==> src/design/utf8d_pkg.sv <==
// Shared types, constants and the group-value function for the UTF-8 decoder.
// No dependencies; imported by every module of the decoder.
package utf8d_pkg;

  typedef struct packed {
    logic [7:0] data_byte;
    logic       end_of_string;
  } utf8d_in_t;

  typedef struct packed {
    logic [20:0] code_point;
    logic        last_of_string;
  } utf8d_out_t;

  // Up to two results from one byte; res0 is always filled first.
  typedef struct packed {
    logic       vld0;
    logic       vld1;
    utf8d_out_t res0;
    utf8d_out_t res1;
  } utf8d_push_t;

  localparam int unsigned FifoDepth = 4;
  localparam int unsigned FifoPtrW  = $clog2(FifoDepth);
  localparam int unsigned FifoCntW  = $clog2(FifoDepth + 1);

  localparam logic [7:0] ContMask    = 8'hC0;
  localparam logic [7:0] ContTag     = 8'h80;
  localparam logic [5:0] SixBits     = 6'h3F;
  localparam logic [2:0] MaxGroupLen = 3'd4;

  function automatic logic [20:0] group_value(
    input logic [7:0] lead,
    input logic [5:0] t0,
    input logic [5:0] t1,
    input logic [5:0] t2,
    input logic [2:0] len
  );
    logic [2:0]  need;
    logic [20:0] cp;
    logic        bad;
    bad  = 1'b0;
    need = 3'd1;
    cp   = '0;
    if (lead[7] == 1'b0) begin
      need = 3'd1;
      cp   = {13'd0, lead};
    end else if ((lead & 8'hE0) == 8'hC0) begin
      need = 3'd2;
      cp   = {10'd0, lead[4:0], t0};
    end else if ((lead & 8'hF0) == 8'hE0) begin
      need = 3'd3;
      cp   = {5'd0, lead[3:0], t0, t1};
    end else if ((lead & 8'hF8) == 8'hF0) begin
      need = 3'd4;
      cp   = {lead[2:0], t0, t1, t2};
    end else begin
      bad = 1'b1;
    end
    if (bad || (len < need)) begin
      return '0;
    end
    return cp;
  endfunction

endpackage

==> src/design/utf8d_group.sv <==
// Input stage and group tracker: registers each byte, updates the open group
// and forms up to two code-point results. Depends on utf8d_pkg.
module utf8d_group (
  input  logic                  clk_i,
  input  logic                  rst_ni,
  input  logic                  in_valid_i,
  output logic                  in_stall_o,
  input  utf8d_pkg::utf8d_in_t  in_data_i,
  input  logic                  room_i,
  output logic                  stage_valid_o,
  output utf8d_pkg::utf8d_push_t push_o
);
  import utf8d_pkg::*;

  logic       valid_q;
  utf8d_in_t  data_q;
  logic       open_q, open_d;
  logic [7:0] lead_q, lead_d;
  logic [5:0] trail_q [3];
  logic [5:0] trail_d [3];
  logic [2:0] len_q, len_d;
  logic       fire, cont, close_old;
  logic [1:0] trail_idx;
  logic [20:0] old_cp, new_cp;

  assign fire          = valid_q && room_i;
  assign in_stall_o    = valid_q && !room_i;
  assign stage_valid_o = valid_q;

  assign cont      = (data_q.data_byte & ContMask) == ContTag;
  assign close_old = open_q && !cont;
  assign trail_idx = len_q[1:0] - 2'd1;

  always_comb begin
    open_d     = open_q;
    lead_d     = lead_q;
    trail_d[0] = trail_q[0];
    trail_d[1] = trail_q[1];
    trail_d[2] = trail_q[2];
    len_d      = len_q;
    if (open_q && cont) begin
      if (len_q < MaxGroupLen) begin
        trail_d[trail_idx] = data_q.data_byte[5:0] & SixBits;
        len_d              = len_q + 3'd1;
      end
    end else begin
      open_d     = 1'b1;
      lead_d     = data_q.data_byte;
      trail_d[0] = '0;
      trail_d[1] = '0;
      trail_d[2] = '0;
      len_d      = 3'd1;
    end
    if (data_q.end_of_string) begin
      open_d = 1'b0;
    end
  end

  assign old_cp = group_value(lead_q, trail_q[0], trail_q[1], trail_q[2], len_q);
  assign new_cp = group_value(lead_d, trail_d[0], trail_d[1], trail_d[2], len_d);

  always_comb begin
    push_o = '0;
    if (close_old) begin
      push_o.vld0                = fire;
      push_o.res0.code_point     = old_cp;
      push_o.res0.last_of_string = 1'b0;
      push_o.vld1                = fire && data_q.end_of_string;
      push_o.res1.code_point     = new_cp;
      push_o.res1.last_of_string = 1'b1;
    end else begin
      push_o.vld0                = fire && data_q.end_of_string;
      push_o.res0.code_point     = new_cp;
      push_o.res0.last_of_string = 1'b1;
    end
  end

  always_ff @(posedge clk_i or negedge rst_ni) begin
    if (!rst_ni) begin
      valid_q    <= 1'b0;
      data_q     <= '0;
      open_q     <= 1'b0;
      lead_q     <= '0;
      trail_q[0] <= '0;
      trail_q[1] <= '0;
      trail_q[2] <= '0;
      len_q      <= '0;
    end else begin
      if (!in_stall_o) begin
        valid_q <= in_valid_i;
        if (in_valid_i) begin
          data_q <= in_data_i;
        end
      end
      if (fire) begin
        open_q     <= open_d;
        lead_q     <= lead_d;
        trail_q[0] <= trail_d[0];
        trail_q[1] <= trail_d[1];
        trail_q[2] <= trail_d[2];
        len_q      <= len_d;
      end
    end
  end

endmodule

==> src/design/utf8d_out_fifo.sv <==
// Result queue: takes up to two results a cycle, hands out one beat a cycle
// while out_stall_i is low. Depends on utf8d_pkg.
module utf8d_out_fifo (
  input  logic                   clk_i,
  input  logic                   rst_ni,
  input  utf8d_pkg::utf8d_push_t push_i,
  output logic                   room_o,
  output logic [utf8d_pkg::FifoCntW-1:0] count_o,
  output logic                   out_valid_o,
  input  logic                   out_stall_i,
  output utf8d_pkg::utf8d_out_t  out_data_o
);
  import utf8d_pkg::*;

  utf8d_out_t          mem_q [FifoDepth];
  logic [FifoPtrW-1:0] wr_q, wr_d, rd_q, rd_d, wr_next;
  logic [FifoCntW-1:0] cnt_q, cnt_d;
  logic                pop;
  logic [FifoCntW-1:0] n_push;

  assign pop         = (cnt_q != '0) && !out_stall_i;
  assign out_valid_o = cnt_q != '0;
  assign out_data_o  = mem_q[rd_q];
  assign room_o      = cnt_q <= FifoCntW'(FifoDepth - 2);
  assign count_o     = cnt_q;

  assign n_push  = FifoCntW'(push_i.vld0) + FifoCntW'(push_i.vld1);
  assign wr_next = wr_q + FifoPtrW'(1);
  assign wr_d    = wr_q + FifoPtrW'(n_push);
  assign rd_d    = rd_q + FifoPtrW'(pop);
  assign cnt_d   = cnt_q + n_push - FifoCntW'(pop);

  always_ff @(posedge clk_i) begin
    if (push_i.vld0) begin
      mem_q[wr_q] <= push_i.res0;
    end
    if (push_i.vld1) begin
      mem_q[wr_next] <= push_i.res1;
    end
  end

  always_ff @(posedge clk_i or negedge rst_ni) begin
    if (!rst_ni) begin
      wr_q  <= '0;
      rd_q  <= '0;
      cnt_q <= '0;
    end else begin
      wr_q  <= wr_d;
      rd_q  <= rd_d;
      cnt_q <= cnt_d;
    end
  end

endmodule

==> src/design/utf8_to_codepoint_decoder.sv <==
// UTF-8 to code point decoder, top level. Instantiates utf8d_group and
// utf8d_out_fifo; types from utf8d_pkg.
//
// Takes one byte per cycle while in_stall_o is low and emits one 21-bit code
// point per closed group, with last_of_string on the final one of each
// string. A byte passes an input register, then the decode logic writes 0 to
// 2 results into a 4-entry result queue whose head drives the output. Input
// is held off only when the queue holds more than two results, so with the
// output never stalled the block sustains one byte per cycle; a byte that
// both closes a group and ends the string adds a second result, and results
// drain at one per cycle.
module utf8_to_codepoint_decoder (
  input  logic                  clk_i,
  input  logic                  rst_ni,
  input  logic                  in_valid_i,
  output logic                  in_stall_o,
  input  utf8d_pkg::utf8d_in_t  in_data_i,
  output logic                  out_valid_o,
  input  logic                  out_stall_i,
  output utf8d_pkg::utf8d_out_t out_data_o
);
  import utf8d_pkg::*;

  utf8d_push_t         push;
  logic                room;
  logic                stage_valid;
  logic [FifoCntW-1:0] fifo_count;

  utf8d_group u_group (
    .clk_i         (clk_i),
    .rst_ni        (rst_ni),
    .in_valid_i    (in_valid_i),
    .in_stall_o    (in_stall_o),
    .in_data_i     (in_data_i),
    .room_i        (room),
    .stage_valid_o (stage_valid),
    .push_o        (push)
  );

  utf8d_out_fifo u_fifo (
    .clk_i       (clk_i),
    .rst_ni      (rst_ni),
    .push_i      (push),
    .room_o      (room),
    .count_o     (fifo_count),
    .out_valid_o (out_valid_o),
    .out_stall_i (out_stall_i),
    .out_data_o  (out_data_o)
  );

  // queue never overflows
  a_fifo_bound: assert property (@(posedge clk_i) disable iff (!rst_ni)
    fifo_count <= FifoCntW'(FifoDepth))
    else $error("result queue overflow");

  // second result slot only used together with the first
  a_push_order: assert property (@(posedge clk_i) disable iff (!rst_ni)
    push.vld1 |-> push.vld0)
    else $error("second result without first");

  // input is held off only while a byte waits in the stage
  a_stall_cause: assert property (@(posedge clk_i) disable iff (!rst_ni)
    in_stall_o |-> (stage_valid && !room))
    else $error("input stalled without a waiting byte");

  // a pushed pair is always the closing result followed by the string end
  a_pair_last: assert property (@(posedge clk_i) disable iff (!rst_ni)
    push.vld1 |-> (!push.res0.last_of_string && push.res1.last_of_string))
    else $error("bad result pair ordering");

endmodule

==> config.mk <==
export PLATFORM = sky130hd
export DESIGN_NAME = utf8_to_codepoint_decoder
export DESIGN_NICKNAME = d
export VERILOG_FILES = /design/src/design/utf8d_pkg.sv /design/src/design/utf8d_group.sv /design/src/design/utf8d_out_fifo.sv /design/src/design/utf8_to_codepoint_decoder.sv
export SDC_FILE = /design/constraint.sdc
export NUM_CORES = 1
export LEC_CHECK = 0
export BUFFER_PORTS_ARGS = -buffer_cell sky130_fd_sc_hd__buf_4
export CORE_UTILIZATION = 56
export DETAILED_ROUTE_END_ITERATION = 10
export MAX_ROUTING_LAYER = met4
export PLACE_DENSITY = 0.76
export SYNTH_ARGS = -nofsm -noshare
export SYNTH_HDL_FRONTEND = slang
export SYNTH_SLANG_ARGS = --single-unit
export TNS_END_PERCENT = 20
==> constraint.sdc <==
create_clock -name clk_i -period 3.5 [get_ports clk_i]
set_clock_uncertainty 0.2 [all_clocks]
set_input_delay 0.525 -clock clk_i [delete_from_list [all_inputs] [get_ports clk_i]]
set_output_delay 0.525 -clock clk_i [all_outputs]
set_load 0.01 [all_outputs]
== After elaboration in Yosys (flattened, before gate mapping) ==
Memory sizes are Yosys's and may differ from the RTL's.
Cells that the tools add are included.
Widths: inputs -> output; s select.

* Muxes and demuxes: 48
* $add $sub $neg: 8
* Reductions and logical operators: 15
* Order comparisons: 6
* Equal/unequal tests: 8
* Bitwise operators: 2

{| class="wikitable"
|+ Operators by type and width
! kind !! number
|-
| $mux 21 || 12
|-
| $mux 22 || 2
|-
| $mux 18 || 2
|-
| $mux 3 || 10
|-
| $bwmux 18 || 1
|-
| $mux 1 || 18
|-
| $demux 6 s2 || 1
|-
| $eq 5x5->1 const B || 2
|-
| $eq 4x4->1 const B || 2
|-
| $mux 8 || 1
|-
| $logic_and 1x1->1 || 7
|-
| $eq 3x3->1 const B || 2
|-
| $lt 3x3->1 || 2
|-
| $mux 6 || 1
|-
| $reduce_and 2->1 || 2
|-
| $add 3x1->3 const B || 1
|-
| $add 3x3->3 || 1
|-
| $ge 3x3->1 const B || 1
|-
| $le 3x2->1 const B || 1
|-
| $logic_not 1->1 || 3
|-
| $lt 3x1->1 const B || 1
|-
| $lt 3x3->1 const B || 1
|-
| $not 2->3 || 1
|-
| $reduce_bool 3->1 || 1
|-
| other kinds (10) || 11
|}

* Memories: 1
* Input port bits: 13
* Word-level logic and storage cells: 100
* RAM bits: 88
* Flip-flop bits (word level): 47

{| class="wikitable"
|+ Memories
! name !! depth !! bits a word !! read ports !! clocked after memory_dff !! wr ports !! line !! RTL
|-
| u_fifo.mem_q || 4 || 22 || 1 || 0 || 2 || utf8d_out_fifo.sv:15 || <nowiki>utf8d_out_t mem_q [FifoDepth];</nowiki>
|}

== Logic depth before layout (Yosys ltp) ==
* Depth after elaboration: 15
* Depth in mapped cells: 13
* Depth with buffers taken out: 11

== Hierarchy ==
A second synthesis with hierarchy kept.

* Cells, all modules: 658
* Area total of the unflattened synthesis: 7958.9 sq um

{| class="wikitable"
|+ Modules (own cells, without submodules)
! module !! cells each !! instances !! area an instance (sq um)
|-
| utf8d_out_fifo || 250 || 1 || 4675.7
|-
| utf8d_group || 408 || 1 || 3283.1
|}

== Least setup slack after synthesis ==
Ideal clock, no wire load.

* Path kind: reg2reg
* Start: register u_fifo.cnt_q[1] (netlist: u_fifo.count_o[1])
* End: memory u_fifo.mem_q[0][0] (netlist name) (enable)
* Period minus slack after synthesis: 3.384 ns
* Required time: 2.865 ns
* Slack: 0.116 ns
* Cell stages (with the launch flop): 6
* Buffers on the path: 1
* Data arrival time: 2.749 ns
* Library setup time: 0.435 ns
* Cells stage by stage: dfrtp_1 > a21oi_2 > and2_1 > clkbuf_1 > o21ai_0 > o31ai_1

{| class="wikitable"
|+ RTL lines
! what !! line !! RTL
|-
| start, declared || utf8d_out_fifo.sv:17 || <nowiki>logic [FifoCntW-1:0] cnt_q, cnt_d;</nowiki>
|-
| start signal, assigned || utf8d_out_fifo.sv:50 || <nowiki>cnt_q <= cnt_d;</nowiki>
|-
| end, declared || utf8d_out_fifo.sv:15 ||
|}

==> flow_summary.json <==
{
  "die_w_um": 118,
  "synthesis.nets": 682,
  "final.fill_count": 956,
  "grt_pass1_wl_um": 37200,
  "ys_ff_latch": 135,
  "tns_ns": 0,
  "ys_types": 72,
  "netlist_top_cells_count": "88 x edfxtp_1, 80 x o22ai_1, 56 x nand2_1, 47 x dfrtp_1, 33 x o21ai_0",
  "yosysTopAreaCellShare_pct": 35.0,
  "p_leak_nw": 3.26,
  "placed_cell_area_um2": 8140,
  "synth-seq-area-share_pct": 50.6,
  "finalWirelength_um": 24300,
  "pin_count": 37,
  "synthArstFlopShare_pct": 34.8,
  "drt_first_iter_violations": 729,
  "clockBufferDepth": 2,
  "powerDensity_nw_per_um2": 1140,
  "vias_per_cell": 7.02,
  "synth_most_common_cell": "edfxtp_1",
  "hpwl_um": 16300,
  "timing.slew.headroom_pct": 48.1,
  "grt_pass1_vias": 6054,
  "cpLargestDelayFamily": "compound AO/OA/AOI/OAI gates",
  "report.final.slew_viol_count": 0,
  "finalPower_mw": 10.0,
  "synth_enable_flop_cells": 88,
  "rsz0062_at_grt": "no",
  "ir_drop_mv": 0.682,
  "overflow": 0,
  "rows": 42,
  "num_antenna_cells": 0,
  "vias": 6281,
  "cpMaxStageDelayCell": "a21oi_1",
  "instances_no_fill": 895,
  "fmax_ghz": 0.300,
  "place_congestion": 0.943,
  "cp_data_required_time_ns": 3.56,
  "drive_gt1_share_pct": 24.3,
  "cts_tree": "done",
  "worstSetupStartpointType": "flop",
  "antenna_found_initial": 0,
  "worst_pin_slew_ns": 0.779,
  "synthesis.instances": 655,
  "run_status": "finished, final reports clean",
  "path_cells": "buf_4, nand2_1, nor2_1, nor2_1, ha_1, o211ai_2, a21oi_1, o211ai_1, o22ai_1",
  "cts_setup_buffers": 0,
  "path_class": "flop to flop",
  "crit_path_end_kind": "flop",
  "firstDrtPassIters": 5,
  "synth_area_um2": 7540,
  "setup_viol": 0,
  "synth_top_cell_by_area": "edfxtp_1",
  "critical_path_buf_inv_count": 1,
  "period_needed_ns": 3.33,
  "grt_max_degree": 48,
  "min_path_type": "primary input to flop",
  "root_buffer": "clkbuf_16",
  "htreeDepth": 4,
  "synthToLayoutAreaGrowth_pct": 16.4,
  "core_um2": 13200,
  "cp.arrival_ns": 3.39,
  "dieArea_um2": 13900,
  "cap_violations": 0,
  "grtUsageTotal_pct": 37.5,
  "fin_area_um2": 8780,
  "fin_hold_ws_ns": 0.0923,
  "placed_cells": 862,
  "fp.dieH_um": 118,
  "ys_warn_count": 0,
  "numCtsBuffers": 17,
  "synth_ff_type": "edfxtp_1",
  "path_clk_slew_ns": 0.06,
  "hold_viol_final": 0,
  "crit_path_frequent_cell": "nor2_1",
  "finalCritPeriodShare_pct": 95.2,
  "detail-route-antenna-nets": 0,
  "cts.sinks": 135,
  "synthTopCellsByArea": "edfxtp_1 35%, dfrtp_1 16%, o22ai_1 6.6%, mux4_2 6.6%, mux2i_1 2.8%",
  "insertion_delay_ns": 0.43,
  "port_buffers": 36,
  "nNetsFinal": 733,
  "routedWlPerCell_um": 27.2,
  "drt_drc_violations_left": 0,
  "critPathMaxStageDelay_ns": 0.67,
  "syn_avg_cell_area_um2": 11.5,
  "initial_core_util_pct": 57.2,
  "critPathMaxFanout": 11
}
-- registers in the layout, summed over array words and instances (netlist names) --
| register | count |
|---|---|
| u_fifo.mem_q | 88 |
| u_group.stage_valid_o | 1 |
| u_fifo.wr_q | 2 |
| u_group.len_q | 3 |
| u_group.lead_q | 8 |
| u_fifo.rd_q | 2 |
| u_group.data_q | 9 |
| u_group.open_q | 1 |
| u_group.trail_q | 18 |
| u_fifo.count_o | 3 |
-- area by class of cell --
class	count	area, um^2	area share (%)
Inverter	25	93.8	1.07
Clock buffer	18	429	4.89
Multi-Input combinational cell	450	3440	39.2
Timing Repair Buffer	77	581	6.61
Tap cell	176	220	2.51
Clock inverter	14	196	2.24
Sequential cell	135	3820	43.5
-- cell usage in the layout, fill, tap and decap left out, types with 17 or more instances in the layout --
cell / n
mux4_2: 22
nor2_1: 21
inv_1: 19
mux2i_1: 21
buf_4: 76
o21ai_0: 32
edfxtp_1: 88
a22o_1: 20
dfrtp_1: 47
clkbuf_16: 17
o22ai_1: 80
nand2_1: 56
-- routing by layer --
metal	vias to the layer above	part of all wire, %	GRT usage (%)
li1	2667	-	-
met1	3047	38	47.6
met2	469	48	58.6
met3	98	9.1	7.32
met4	0	4.4	17.0
met5	-	0	-
-- cell families (layout without fill, tap and decap cells) --
logic type	after synthesis	after routing	synth area share (%)
multiplexers	59	59	11.7
buffers and inverters	70	134	4.11
adder cells (fa/ha/maj)	14	14	2.42
AO/OA/AOI/OAI	204	204	18.8
XOR/XNOR	6	6	0.697
AND/OR/NAND/NOR	167	167	11.6
flip-flops	135	135	50.6
-- worst reg2reg max path: cells and delay by family, from the launching register on --
| kind | cells | cell delay, ns |
|---|---|---|
| AOI/OAI and AO/OA | 4 | 1.56 |
| and+or+nand+nor | 3 | 0.48 |
| DFF | 1 | 0.38 |
| adders and majority gates | 1 | 0.31 |
| buffers and inverters | 1 | 0.23 |
-- metrics by stage --
step           utilization (%)  setup slack (ns)
2_1_floorplan                -             0.116
3_3_place_gp              61.7             0.421
3_5_place_dp              61.7             0.299
4_1_cts                   66.5             0.207
5_1_grt                   66.6            0.0534
6_report                  66.6             0.169
-- repair_timing --
item	CTS	global route
endpoints found under the hold margin	47	0
hold buffers	1	0
gates resized for setup	0	1
setup endpoints to repair	0	3
-- final timing paths --
path                              startpoint               endpoint  slack [ns]  cells past startpoint
min in group asynchronous             rst_ni      u_group.data_q[7]        0.46                      2
setup reg to reg           u_group.lead_q[6]     u_fifo.mem_q[2][1]        0.17                      9
max in group asynchronous             rst_ni    u_group.trail_q[17]        2.21                      2
hold reg to reg            u_fifo.count_o[2]      u_fifo.count_o[2]        0.32                      1
setup / recovery           u_group.lead_q[6]     u_fifo.mem_q[2][1]        0.17                      9
hold / removal                    in_valid_i  u_group.stage_valid_o        0.09                      2
-- report_power, final --
| part | switching (mW) | leakage, nW | internal [mW] |
|---|---|---|---|
| clock network | 0.732 | 0.305 | 1.20 |
| logic | 3.32 | 1.55 | 1.97 |
| registers | 0.421 | 1.40 | 2.37 |
| total | 4.47 | 3.26 | 5.54 |
No activity file was read; power rests on OpenSTA's default activity.
